==> src/rtl/ltfs_pkg.sv <==
// Shared types, constants and operating-point table for the load-threshold frequency selector.
package ltfs_pkg;

  localparam int unsigned FREQ_W = 30;
  localparam int unsigned PCT_W = 7;
  localparam int unsigned TEMP_W = 19;
  localparam int unsigned TIME_W = 32;
  localparam int unsigned PROD_W = TIME_W + PCT_W;
  localparam int unsigned CFG_IDX_W = 3;
  localparam int unsigned OPP_MAX = 16;
  localparam int unsigned OPP_ENTRIES_DEF = 9;

  localparam logic [FREQ_W-1:0] BOOST_FREQ_HZ = FREQ_W'(944000000);
  localparam logic [PCT_W-1:0] UP_DEFAULT = PCT_W'(70);
  localparam logic [PCT_W-1:0] DOWN_DEFAULT = PCT_W'(30);
  localparam logic [PCT_W-1:0] PCT_SCALE = PCT_W'(100);
  localparam logic signed [TEMP_W-1:0] TLIMIT_DEFAULT = TEMP_W'(95000);

  // Operating points, highest first; unused slots are zero Hz.
  localparam logic [FREQ_W-1:0] OPP_TABLE [OPP_MAX] = '{
    FREQ_W'(891000000), FREQ_W'(835000000), FREQ_W'(720000000), FREQ_W'(640000000),
    FREQ_W'(525000000), FREQ_W'(490000000), FREQ_W'(400000000), FREQ_W'(305000000),
    FREQ_W'(150000000), FREQ_W'(0), FREQ_W'(0), FREQ_W'(0),
    FREQ_W'(0), FREQ_W'(0), FREQ_W'(0), FREQ_W'(0)
  };

  typedef enum logic [CFG_IDX_W-1:0] {
    REG_UP_PCT   = 3'd0,
    REG_DOWN_PCT = 3'd1,
    REG_MAX_FREQ = 3'd2,
    REG_MIN_FREQ = 3'd3,
    REG_TLIMIT   = 3'd4
  } cfg_reg_t;

  typedef enum logic [2:0] {
    DEC_EMPTY   = 3'd0,
    DEC_BOOST   = 3'd1,
    DEC_UP      = 3'd2,
    DEC_DOWN    = 3'd3,
    DEC_HOLD    = 3'd4,
    DEC_THERMAL = 3'd5
  } decision_t;

  // Effective settings, with zero percentage and frequency registers already replaced by defaults.
  typedef struct packed {
    logic [PCT_W-1:0]         up_pct;
    logic [PCT_W-1:0]         down_pct;
    logic [FREQ_W-1:0]        fmax;
    logic [FREQ_W-1:0]        fmin;
    logic signed [TEMP_W-1:0] tlimit;
  } ltfs_cfg_t;

  typedef struct packed {
    logic [TIME_W-1:0]        busy_us;
    logic [TIME_W-1:0]        window_us;
    logic [FREQ_W-1:0]        current_freq_hz;
    logic                     boost_request;
    logic                     temp_valid;
    logic signed [TEMP_W-1:0] temperature_mdeg;
  } ltfs_item_t;

  typedef struct packed {
    decision_t                dec;
    logic [FREQ_W-1:0]        cand;
    logic                     temp_valid;
    logic signed [TEMP_W-1:0] temperature_mdeg;
  } ltfs_mid_t;

endpackage

==> src/rtl/ltfs_cfg_regs.sv <==
// Configuration registers with zero-means-default substitution for the percentage and frequency registers.
module ltfs_cfg_regs #(
  parameter int unsigned OPP_ENTRIES = ltfs_pkg::OPP_ENTRIES_DEF
) (
  input  logic                                  clk,
  input  logic                                  rst,
  input  logic                                  cfg_we,
  input  logic [ltfs_pkg::CFG_IDX_W-1:0]        cfg_index,
  input  logic [ltfs_pkg::FREQ_W-1:0]           cfg_data,
  output ltfs_pkg::ltfs_cfg_t                   cfg
);
  import ltfs_pkg::*;

  logic [PCT_W-1:0]         up_pct;
  logic [PCT_W-1:0]         down_pct;
  logic [FREQ_W-1:0]        max_lim;
  logic [FREQ_W-1:0]        min_lim;
  logic signed [TEMP_W-1:0] tlimit;

  always_ff @(posedge clk) begin
    if (rst) begin
      up_pct   <= UP_DEFAULT;
      down_pct <= DOWN_DEFAULT;
      max_lim  <= '0;
      min_lim  <= '0;
      tlimit   <= TLIMIT_DEFAULT;
    end else if (cfg_we) begin
      unique case (cfg_reg_t'(cfg_index))
        REG_UP_PCT:   up_pct   <= cfg_data[PCT_W-1:0];
        REG_DOWN_PCT: down_pct <= cfg_data[PCT_W-1:0];
        REG_MAX_FREQ: max_lim  <= cfg_data;
        REG_MIN_FREQ: min_lim  <= cfg_data;
        REG_TLIMIT:   tlimit   <= cfg_data[TEMP_W-1:0];
        default: ;
      endcase
    end
  end

  always_comb begin
    cfg.up_pct   = (up_pct == '0) ? UP_DEFAULT : up_pct;
    cfg.down_pct = (down_pct == '0) ? DOWN_DEFAULT : down_pct;
    cfg.fmax     = (max_lim == '0) ? OPP_TABLE[0] : max_lim;
    cfg.fmin     = (min_lim == '0) ? OPP_TABLE[OPP_ENTRIES-1] : min_lim;
    cfg.tlimit   = tlimit;
  end

endmodule

==> src/rtl/ltfs_classify.sv <==
// Load classification stage: picks the decision and the unsnapped candidate frequency.
module ltfs_classify (
  input  logic                 clk,
  input  logic                 rst,
  input  ltfs_pkg::ltfs_cfg_t  cfg,
  input  logic                 item_valid,
  input  ltfs_pkg::ltfs_item_t item,
  output logic                 ready,
  output logic                 mid_valid,
  output ltfs_pkg::ltfs_mid_t  mid,
  input  logic                 down_ready
);
  import ltfs_pkg::*;

  logic [PROD_W-1:0] busy_scaled;
  logic [PROD_W-1:0] total_up;
  logic [PROD_W-1:0] total_down;
  ltfs_mid_t         mid_next;

  assign ready = !mid_valid || down_ready;

  always_comb begin
    busy_scaled = PROD_W'(item.busy_us) * PROD_W'(PCT_SCALE);
    total_up    = PROD_W'(item.window_us) * PROD_W'(cfg.up_pct);
    total_down  = PROD_W'(item.window_us) * PROD_W'(cfg.down_pct);

    mid_next.temp_valid       = item.temp_valid;
    mid_next.temperature_mdeg = item.temperature_mdeg;
    if (item.window_us == '0) begin
      mid_next.dec  = DEC_EMPTY;
      mid_next.cand = cfg.fmax;
    end else if (item.boost_request) begin
      mid_next.dec  = DEC_BOOST;
      mid_next.cand = BOOST_FREQ_HZ;
    end else if (busy_scaled > total_up) begin
      mid_next.dec  = DEC_UP;
      mid_next.cand = cfg.fmax;
    end else if (busy_scaled < total_down) begin
      mid_next.dec  = DEC_DOWN;
      mid_next.cand = cfg.fmin;
    end else begin
      mid_next.dec  = DEC_HOLD;
      mid_next.cand = item.current_freq_hz;
    end
  end

  always_ff @(posedge clk) begin
    if (rst) begin
      mid_valid <= 1'b0;
    end else if (ready) begin
      mid_valid <= item_valid;
    end
  end

  always_ff @(posedge clk) begin
    if (ready && item_valid) begin
      mid <= mid_next;
    end
  end

endmodule

==> src/rtl/ltfs_finalize.sv <==
// Final stage: operating-point snap, min/max clamp, thermal override and result register.
module ltfs_finalize #(
  parameter int unsigned OPP_ENTRIES = ltfs_pkg::OPP_ENTRIES_DEF
) (
  input  logic                         clk,
  input  logic                         rst,
  input  ltfs_pkg::ltfs_cfg_t          cfg,
  input  logic                         mid_valid,
  input  ltfs_pkg::ltfs_mid_t          mid,
  output logic                         ready,
  output logic                         out_valid,
  input  logic                         out_stall,
  output logic [ltfs_pkg::FREQ_W-1:0]  target_freq_hz,
  output logic [2:0]                   decision
);
  import ltfs_pkg::*;

  localparam int unsigned IDX_W = $clog2(OPP_ENTRIES);

  logic [FREQ_W-1:0] pts [OPP_ENTRIES];
  logic [OPP_ENTRIES-2:0] at_or_above;
  logic [IDX_W-1:0]  snap_idx;
  logic [FREQ_W-1:0] snapped;
  logic [FREQ_W-1:0] raised;
  logic [FREQ_W-1:0] freq_next;
  decision_t         dec_next;

  assign ready = !out_valid || !out_stall;

  // The table is sorted high to low, so the nearest point is found by comparing
  // twice the candidate against the sum of each neighboring pair. Ties keep the
  // higher point, since an equal distance satisfies the compare.
  always_comb begin
    for (int i = 0; i < OPP_ENTRIES; i++) begin
      pts[i] = OPP_TABLE[i];
    end
    for (int i = 0; i < OPP_ENTRIES - 1; i++) begin
      at_or_above[i] = {mid.cand, 1'b0} >=
                       ({1'b0, OPP_TABLE[i]} + {1'b0, OPP_TABLE[i+1]});
    end
    snap_idx = IDX_W'(OPP_ENTRIES - 1);
    for (int i = OPP_ENTRIES - 2; i >= 0; i--) begin
      if (at_or_above[i]) begin
        snap_idx = IDX_W'(i);
      end
    end
    snapped = pts[snap_idx];
    raised  = (snapped < cfg.fmin) ? cfg.fmin : snapped;

    if (mid.dec == DEC_EMPTY) begin
      freq_next = cfg.fmax;
      dec_next  = DEC_EMPTY;
    end else if (mid.temp_valid && (mid.temperature_mdeg > cfg.tlimit)) begin
      freq_next = cfg.fmin;
      dec_next  = DEC_THERMAL;
    end else begin
      freq_next = (raised > cfg.fmax) ? cfg.fmax : raised;
      dec_next  = mid.dec;
    end
  end

  always_ff @(posedge clk) begin
    if (rst) begin
      out_valid <= 1'b0;
    end else if (ready) begin
      out_valid <= mid_valid;
    end
  end

  always_ff @(posedge clk) begin
    if (ready && mid_valid) begin
      target_freq_hz <= freq_next;
      decision       <= dec_next;
    end
  end

endmodule

==> src/rtl/load_threshold_frequency_selector_top.sv <==
// Top level of the load-threshold frequency selector: input register and stage wiring.
// Path: an accepted item passes the input register, then the classification register,
// then the result register. Throughput: one item per cycle while out_stall is low;
// each stage moves its item on whenever the next has room, so in_stall rises only
// when all three stages are full and out_stall is high.
// Reset (rst, synchronous, active high) empties the pipeline and restores the defaults.
module load_threshold_frequency_selector_top #(
  parameter int unsigned OPP_ENTRIES = ltfs_pkg::OPP_ENTRIES_DEF
) (
  input  logic                                clk,
  input  logic                                rst,
  // Configuration write port.
  input  logic                                cfg_we,
  input  logic [ltfs_pkg::CFG_IDX_W-1:0]      cfg_index,
  input  logic [ltfs_pkg::FREQ_W-1:0]         cfg_data,
  // Input channel.
  input  logic                                in_valid,
  output logic                                in_stall,
  input  logic [ltfs_pkg::TIME_W-1:0]         busy_us,
  input  logic [ltfs_pkg::TIME_W-1:0]         window_us,
  input  logic [ltfs_pkg::FREQ_W-1:0]         current_freq_hz,
  input  logic                                boost_request,
  input  logic                                temp_valid,
  input  logic signed [ltfs_pkg::TEMP_W-1:0]  temperature_mdeg,
  // Output channel.
  output logic                                out_valid,
  input  logic                                out_stall,
  output logic [ltfs_pkg::FREQ_W-1:0]         target_freq_hz,
  output logic [2:0]                          decision
);
  import ltfs_pkg::*;

  ltfs_cfg_t  cfg;
  ltfs_item_t item;
  logic       item_valid;
  logic       in_ready;
  logic       cls_ready;
  logic       fin_ready;
  logic       mid_valid;
  ltfs_mid_t  mid;

  // The input register accepts a new item whenever it is empty or its item moves on
  // into the classification stage in the same cycle.
  assign in_ready = !item_valid || cls_ready;
  assign in_stall = !in_ready;

  always_ff @(posedge clk) begin
    if (rst) begin
      item_valid <= 1'b0;
    end else if (in_ready) begin
      item_valid <= in_valid;
    end
  end

  always_ff @(posedge clk) begin
    if (in_ready && in_valid) begin
      item.busy_us          <= busy_us;
      item.window_us        <= window_us;
      item.current_freq_hz  <= current_freq_hz;
      item.boost_request    <= boost_request;
      item.temp_valid       <= temp_valid;
      item.temperature_mdeg <= temperature_mdeg;
    end
  end

  // Register file. Writes must arrive only while the pipeline is empty (the user's duty;
  // the block does not enforce it), so the stages read the effective settings directly.
  ltfs_cfg_regs #(
    .OPP_ENTRIES (OPP_ENTRIES)
  ) u_cfg (
    .clk       (clk),
    .rst       (rst),
    .cfg_we    (cfg_we),
    .cfg_index (cfg_index),
    .cfg_data  (cfg_data),
    .cfg       (cfg)
  );

  // First stage: the two threshold products and the decision.
  ltfs_classify u_classify (
    .clk        (clk),
    .rst        (rst),
    .cfg        (cfg),
    .item_valid (item_valid),
    .item       (item),
    .ready      (cls_ready),
    .mid_valid  (mid_valid),
    .mid        (mid),
    .down_ready (fin_ready)
  );

  // Second stage: nearest operating point, clamp and thermal check.
  ltfs_finalize #(
    .OPP_ENTRIES (OPP_ENTRIES)
  ) u_finalize (
    .clk            (clk),
    .rst            (rst),
    .cfg            (cfg),
    .mid_valid      (mid_valid),
    .mid            (mid),
    .ready          (fin_ready),
    .out_valid      (out_valid),
    .out_stall      (out_stall),
    .target_freq_hz (target_freq_hz),
    .decision       (decision)
  );

endmodule

==> config.mk <==
export PLATFORM = sky130hd
export DESIGN_NAME = load_threshold_frequency_selector_top
export DESIGN_NICKNAME = d
export VERILOG_FILES = /design/src/rtl/ltfs_pkg.sv /design/src/rtl/ltfs_cfg_regs.sv /design/src/rtl/ltfs_classify.sv /design/src/rtl/ltfs_finalize.sv /design/src/rtl/load_threshold_frequency_selector_top.sv
export SDC_FILE = /design/constraint.sdc
export NUM_CORES = 2
export LEC_CHECK = 0
export BUFFER_PORTS_ARGS = -buffer_cell sky130_fd_sc_hd__buf_4
export CORE_MARGIN = 10
export CORE_UTILIZATION = 58
export CTS_CLUSTER_DIAMETER = 80
export CTS_CLUSTER_SIZE = 10
export DETAILED_ROUTE_END_ITERATION = 10
export HOLD_SLACK_MARGIN = 0.03
export PLACE_DENSITY = 0.79
export SYNTH_ARGS = -nofsm -noshare
export SYNTH_HDL_FRONTEND = slang
export SYNTH_SLANG_ARGS = --single-unit
export TNS_END_PERCENT = 5
==> constraint.sdc <==
create_clock -name clk -period 8.8 [get_ports clk]
set_input_delay 1.32 -clock clk [delete_from_list [all_inputs] [get_ports clk]]
set_output_delay 1.32 -clock clk [all_outputs]
set_load 0.01 [all_outputs]
* Word level (Yosys, flattened, before mapping) *
Memories as Yosys holds them, arrays and structs flattened.
Index checks and enable logic that the tools add are counted.
W data, S select, Z words.

cells by class
  muxes and demuxes = 23
  bitwise logic cells = 1
  reduce and logical (&&, ||, !) cells = 27
  order comparisons = 14
  $mul = 3
  eq/ne operators = 4

operator list
  operator                 count
  $mux W30                 9
  $ge A31 B31 Y1 const B   4
  $ge A31 B30 Y1 const B   3
  $mul A32 B7 Y39          2
  $logic_not A30 Y1        2
  $gt A39 B39 Y1           1
  $lt A39 B39 Y1           1
  $mul A32 B5 Y37 const B  1
  $mux W33                 1
  $logic_not A32 Y1        1
  $mux W32                 1
  $mux W4                  8
  $ge A31 B29 Y1 const B   1
  $mux W31                 1
  $gt A30 B30 Y1           1
  $lt A30 B30 Y1           1
  $gt A19 B19 Y1           1
  $logic_not A7 Y1         2
  $mux W7                  2
  $reduce_and A2 Y1        5
  $eq A3 B2 Y1 const B     2
  $logic_not A3 Y1         2
  $ge A5 B5 Y1 const B     1
  $logic_not A1 Y1         5
  other kinds (8)          14

word-level totals
  flip-flop bits (word level) = 297
  bits in read-only memories = 480
  input port bits = 153
  output and inout port bits = 35
  logic and storage cells = 96
  memories kept = 1

memories
  name              depth  bits a word  read ports  clocked after memory_dff  write ports  RTL line             RTL
  (name not given)  16     30           1           0                         0            ltfs_finalize.sv:47  snapped = pts[snap_idx];

* Longest topological paths before layout *
  depth in word-level cells = 19
  depth in mapped cells = 37

* By module *
A second synthesis with hierarchy kept.

second synthesis, totals
  cells, all modules = 3647
  area total of the unflattened synthesis = 33604.7 sq um

by module, submodules not included
  module                                 area an instance (sq um)  instances  cells each  sequential area each (sq um)
  ltfs_classify                          21413.0                   1          2439        1611.5
  ltfs_finalize                          4867.2                    1          594         1011.0
  ltfs_cfg_regs                          3821.2                    1          495         1861.8
  load_threshold_frequency_selector_top  3503.4                    1          119         3473.3

* Worst setup path after synthesis *
Ideal clock, no wire load.

  path kind = register to register
  start = reg u_cfg.down_pct[2]
  end = reg, netlist name u_classify.mid[23]
  setup time = 0.274 ns
  clock period less this slack = 8.384 ns
  buffers on the path = 5
  data arrival time = 8.110 ns
  cell stages (with the launch flop) = 35
  setup slack = 0.416 ns
  cell sequence = dfxtp_1 > or4_1 > nor4_1 > or2_2 > clkbuf_1 > clkbuf_1 > nand2_1 > fa_1 > inv_1 > fa_1 > fa_1 > inv_1 > fa_1 > inv_1 > ha_1 > clkbuf_1 > a21o_1 > a21o_1 > a21oi_1 > nand3_1 > a311oi_1 > o211ai_1 > a31oi_1 > mux2i_1 > a2111oi_1 > ha_1 > nand2_1 > nor3_1 > nand2_1 > a211o_1 > nand2_1 > buf_1 > buf_2 > mux2i_1 > o22ai_1

RTL lines
  element                   RTL line             RTL
  start: declaration        ltfs_cfg_regs.sv:15  logic [PCT_W-1:0] down_pct;
  start signal: assignment  ltfs_cfg_regs.sv:30  REG_DOWN_PCT: down_pct <= cfg_data[PCT_W-1:0];

==> flow_summary_export.csv <==
group,metric,value,unit
run_status,outcome,"completed",
cells_and_area,area_growth_syn_to_layout,13.05,%
die,coreArea,55420,um2
worst_setup_path,crit_path_end_kind,"flip-flop",
timing,setup_viol_count_final,0,
global_route,grt_antenna_before_repair,4,
timing,finalWorstPathRequiredPeriod,8.566,ns
power_and_ir_drop,fin_total_pwr,0.01266,W
timing,hold_viol_final,0,
die,die_outline_area,66250,um2
global_route,wire_length_of_the_first_global_routing_pass,138900,um
worst_setup_path,crit_path_top_cell_by_count,"sky130_fd_sc_hd__buf_4",
cells_and_area,final_cells,4606,
logic_synthesis,synth-seq-area-share,24.35,%
power_and_ir_drop,netSwitchingPower,0.006083,W
worst_setup_path,startpoint_type,"flip-flop",
global_route,number_of_global_route_vias_before_repair,25870,
route,dr_total_vias,26970,
timing,maxSlewViolCount,0,
route,detail_route.vias_per_cell,5.854,
power_and_ir_drop,power.share.clock,11.4,%
cells_and_area,stdcell_area,36950,um2
timing,timing_worst_slew_pin_value,1.231,ns
timing,fin_setup_tns,0,ns
worst_setup_path,max_stage_delay,0.57,ns
timing,finalClockSkew,0.02916,ns
cts,cts_tree,"done",
global_route,grt_residual_overflow,0,
timing,clock.fmax,116.7,MHz
cts,cts_num_sinks,297,
placement,dp_hpwl,68180,um
power_and_ir_drop,peakVddDrop,0.2650,mV
cts,clk-insertion-delay-late,0.58,ns
timing,slew_headroom,17.18,%
power_and_ir_drop,cellPowerDensity,342.7,nW/um2
power_and_ir_drop,p_int,0.006578,W
logic_synthesis,syn_nets,4494,
placement,placement.cell_area,35080,um2
die,die_h,257.4,um
global_route,grt_max_degree,97,
power_and_ir_drop,p_seq_share,15.2,%
route,drcViolationCount,0,
logic_synthesis,synth-seq-cells,297,
logic_synthesis,synth.yosys.warnings,0,
logic_synthesis,synth-edff-count,201,
hold_path,hp-class,"reg2reg",
die,initial_standard_cell_utilization_of_the_core,58.98,%
power_and_ir_drop,p_leak,17.68,nW
logic_synthesis,syn-mean-instance-area,8.957,um2
route,detail_route.wirelength,89030,um
cts,cts_buffer_depth,3,
logic_synthesis,async_flop_share,0,%
cts,cts_inserted_buffers,38,
worst_setup_path,worst-endpoint-arrival,8.86,ns
worst_setup_path,crit_fanout,11,
worst_setup_path,timing.critical_path.max_delay_family,"compound AO/OA/AOI/OAI gates",
die,fp.dieW,257.4,um
route,drt_iter0_drc,2264,
logic_synthesis,cell_area_after_synthesis,32680,um2
route,first_pass_iteration_count_of_the_detailed_router,6,
worst_setup_path,required_time_reported_for_the_critical_path_endpoint,9.09,ns
cts,clk_transition_reported_paths,0.05,ns
power_and_ir_drop,fraction_of_power_spent_switching_nets,48.04,%
placement,placement.setup.worst_slack,-0.1562,ns
cells_and_area,nets,4678,
cts,cts.hold.buffers_added,0,
die,placement_rows,86,
job,drv.max_cap_violation_count,0,
logic_synthesis,syn_inst,3649,
logic_synthesis,yosys.cell_types.count,79,
timing,setup_ws,0.2336,ns
timing,rsz0062_at_grt,"true",
logic_synthesis,synthFlopType,"sky130_fd_sc_hd__edfxtp_1",
placement,gp_congestion,1.015,
cells_and_area,layout-drive-gt1-share,12.00,%
die,boundaryPins,188,
worst_setup_path,worst_path_class_setup,"reg2reg",
power_and_ir_drop,combinationalPowerShare,73.4,%
route,route.antenna.remaining_nets,0,
placement,dp.cells,4502,
placement,io_buffers,187,
route,post_drt_wl_per_cell,19.33,um
timing,min_period_over_period,97.35,%
cts,clockRootBuffer,"sky130_fd_sc_hd__clkbuf_16",
worst_setup_path,timing.critical_path.buf_inv,8,
worst_setup_path,cpMaxStageDelayCell,"sky130_fd_sc_hd__or4_1",
global_route,track_usage,25.90,%
cts,htreeDepth,2,
==> synthesized netlist by cell type (19+ instances only) <==
master / instances / area (um2)
sky130_fd_sc_hd__nand2_1: 614 / 2305
sky130_fd_sc_hd__inv_1: 580 / 2177
sky130_fd_sc_hd__ha_1: 367 / 4592
sky130_fd_sc_hd__fa_1: 325 / 6506
sky130_fd_sc_hd__a21oi_1: 202 / 1011
sky130_fd_sc_hd__edfxtp_1: 201 / 6036
sky130_fd_sc_hd__and2_1: 144 / 900.9
sky130_fd_sc_hd__clkbuf_1: 141 / 529.3
sky130_fd_sc_hd__nor2_1: 117 / 439.2
sky130_fd_sc_hd__a21o_1: 96 / 720.7
sky130_fd_sc_hd__dfxtp_1: 96 / 1922
sky130_fd_sc_hd__o21ai_0: 90 / 450.4
sky130_fd_sc_hd__xnor2_1: 49 / 429.2
sky130_fd_sc_hd__xor2_1: 43 / 376.6
sky130_fd_sc_hd__nand3_1: 40 / 200.2
sky130_fd_sc_hd__nand4_1: 40 / 250.2
sky130_fd_sc_hd__nor3_1: 33 / 165.2
sky130_fd_sc_hd__nor2b_1: 32 / 200.2
sky130_fd_sc_hd__nor4_1: 32 / 200.2
sky130_fd_sc_hd__mux2i_1: 30 / 300.3
sky130_fd_sc_hd__o21a_1: 28 / 210.2
sky130_fd_sc_hd__or2_2: 24 / 150.1
sky130_fd_sc_hd__o22ai_1: 22 / 137.6
sky130_fd_sc_hd__mux2_2: 20 / 225.2
sky130_fd_sc_hd__a211oi_1: 19 / 142.6
sky130_fd_sc_hd__and3_1: 19 / 118.9
sky130_fd_sc_hd__o211ai_1: 19 / 142.6
==> state kept, by name, summed over array words and instances (netlist names) <==
signal / flops
u_cfg.down_pct: 7
u_finalize.target_freq_hz: 30
u_cfg.max_lim: 30
u_classify.mid: 53
u_finalize.decision: 3
u_cfg.up_pct: 7
u_classify.mid_valid: 1
item_valid: 1
u_cfg.tlimit: 19
u_finalize.out_valid: 1
item: 115
u_cfg.min_lim: 30
==> final timing paths <==
| check | startpoint | endpoint | slack, ns | cells past startpoint |
|---|---|---|---|---|
| setup reg to reg | u_cfg.up_pct[2] | u_classify.mid[28] | 0.23 | 34 |
| hold reg to reg | item[18] | u_classify.mid[18] | 0.42 | 0 |
| setup / recovery | u_cfg.up_pct[2] | u_classify.mid[28] | 0.23 | 34 |
| hold / removal | item[18] | u_classify.mid[18] | 0.42 | 0 |
==> metrics by stage <==
stage	hold WS, ns	utilization (%)
2_1_floorplan	0.4003	-
3_3_place_gp	0.4011	63.30
3_5_place_dp	0.4045	63.30
4_1_cts	0.4175	65.37
5_1_grt	0.4208	66.68
6_report	0.4166	66.68
==> cell families (layout without fill, tap and decap cells) <==
logic type / count (synthesis) / count (layout) / share of synthesized area (%)
other: 0 / 1 / 0
flip-flops: 297 / 297 / 24.35
adder cells (fa/ha/maj): 692 / 692 / 33.96
XOR/XNOR: 92 / 92 / 2.465
AO/OA/AOI/OAI: 630 / 630 / 12.74
buffers and inverters: 732 / 937 / 8.441
multiplexers: 50 / 50 / 1.608
AND/OR/NAND/NOR: 1156 / 1159 / 16.45
==> power by group through the flow <==
stage / combinational (W) / sequential [W] / clock (W)
CTS: 0.00864 / 0.00191 / 0.00146
finish: 0.00929 / 0.00192 / 0.00145
detailed placement: 0.00856 / 0.00194 / 0
global route: 0.0103 / 0.00194 / 0.00152
floorplan: 0.00632 / 0.00183 / 0
global placement: 0.00840 / 0.00194 / 0
==> final cells by class <==
cell class	instances	area [um2]
antenna	1	2.502
clock buffer	56	1018
clock inverter	8	101.3
fill	4417	18470
inverter	581	2181
multi-input combinational	2623	22330
sequential	297	7960
tap	748	935.9
timing repair buffer	292	2425
==> worst reg2reg max path: cells and delay by family (launching register included) <==
family          cells  cell delay, ns
flops               1            0.32
compound gates     14            2.71
xor+xnor            1            0.16
buf+inv             8            1.15
simple gates        5            1.27
fa+ha+maj           6            2.65
==> cell usage in the layout, fill, tap and decap left out, drive strengths merged, types with 90 or more instances in the layout <==
cell type  instances
a21o              96
a21oi            203
and2             146
buf              285
dfxtp             96
edfxtp           201
fa               325
ha               367
inv              585
nand2            614
nor2             117
o21ai             90
==> layer usage <==
| metal | vias up | track usage, % | wire, um |
|---|---|---|---|
| li1 | 12500 | - | - |
| met1 | 13190 | 36.06 | 37630 |
| met2 | 1128 | 39.66 | 39470 |
| met3 | 141 | 6.166 | 9449 |
| met4 | 2 | 7.368 | 2457 |
| met5 | - | 0 | 13 |
==> what timing repair did <==
action                                 in CTS  in global routing
endpoints found under the hold margin       0                  0
buffers inserted                            0                 29
resized for setup                           9                 74
pin swaps                                   1                 35
cloned                                      0                 10
setup endpoints to repair                  30                 46
Power figures use the tool's default switching activity.
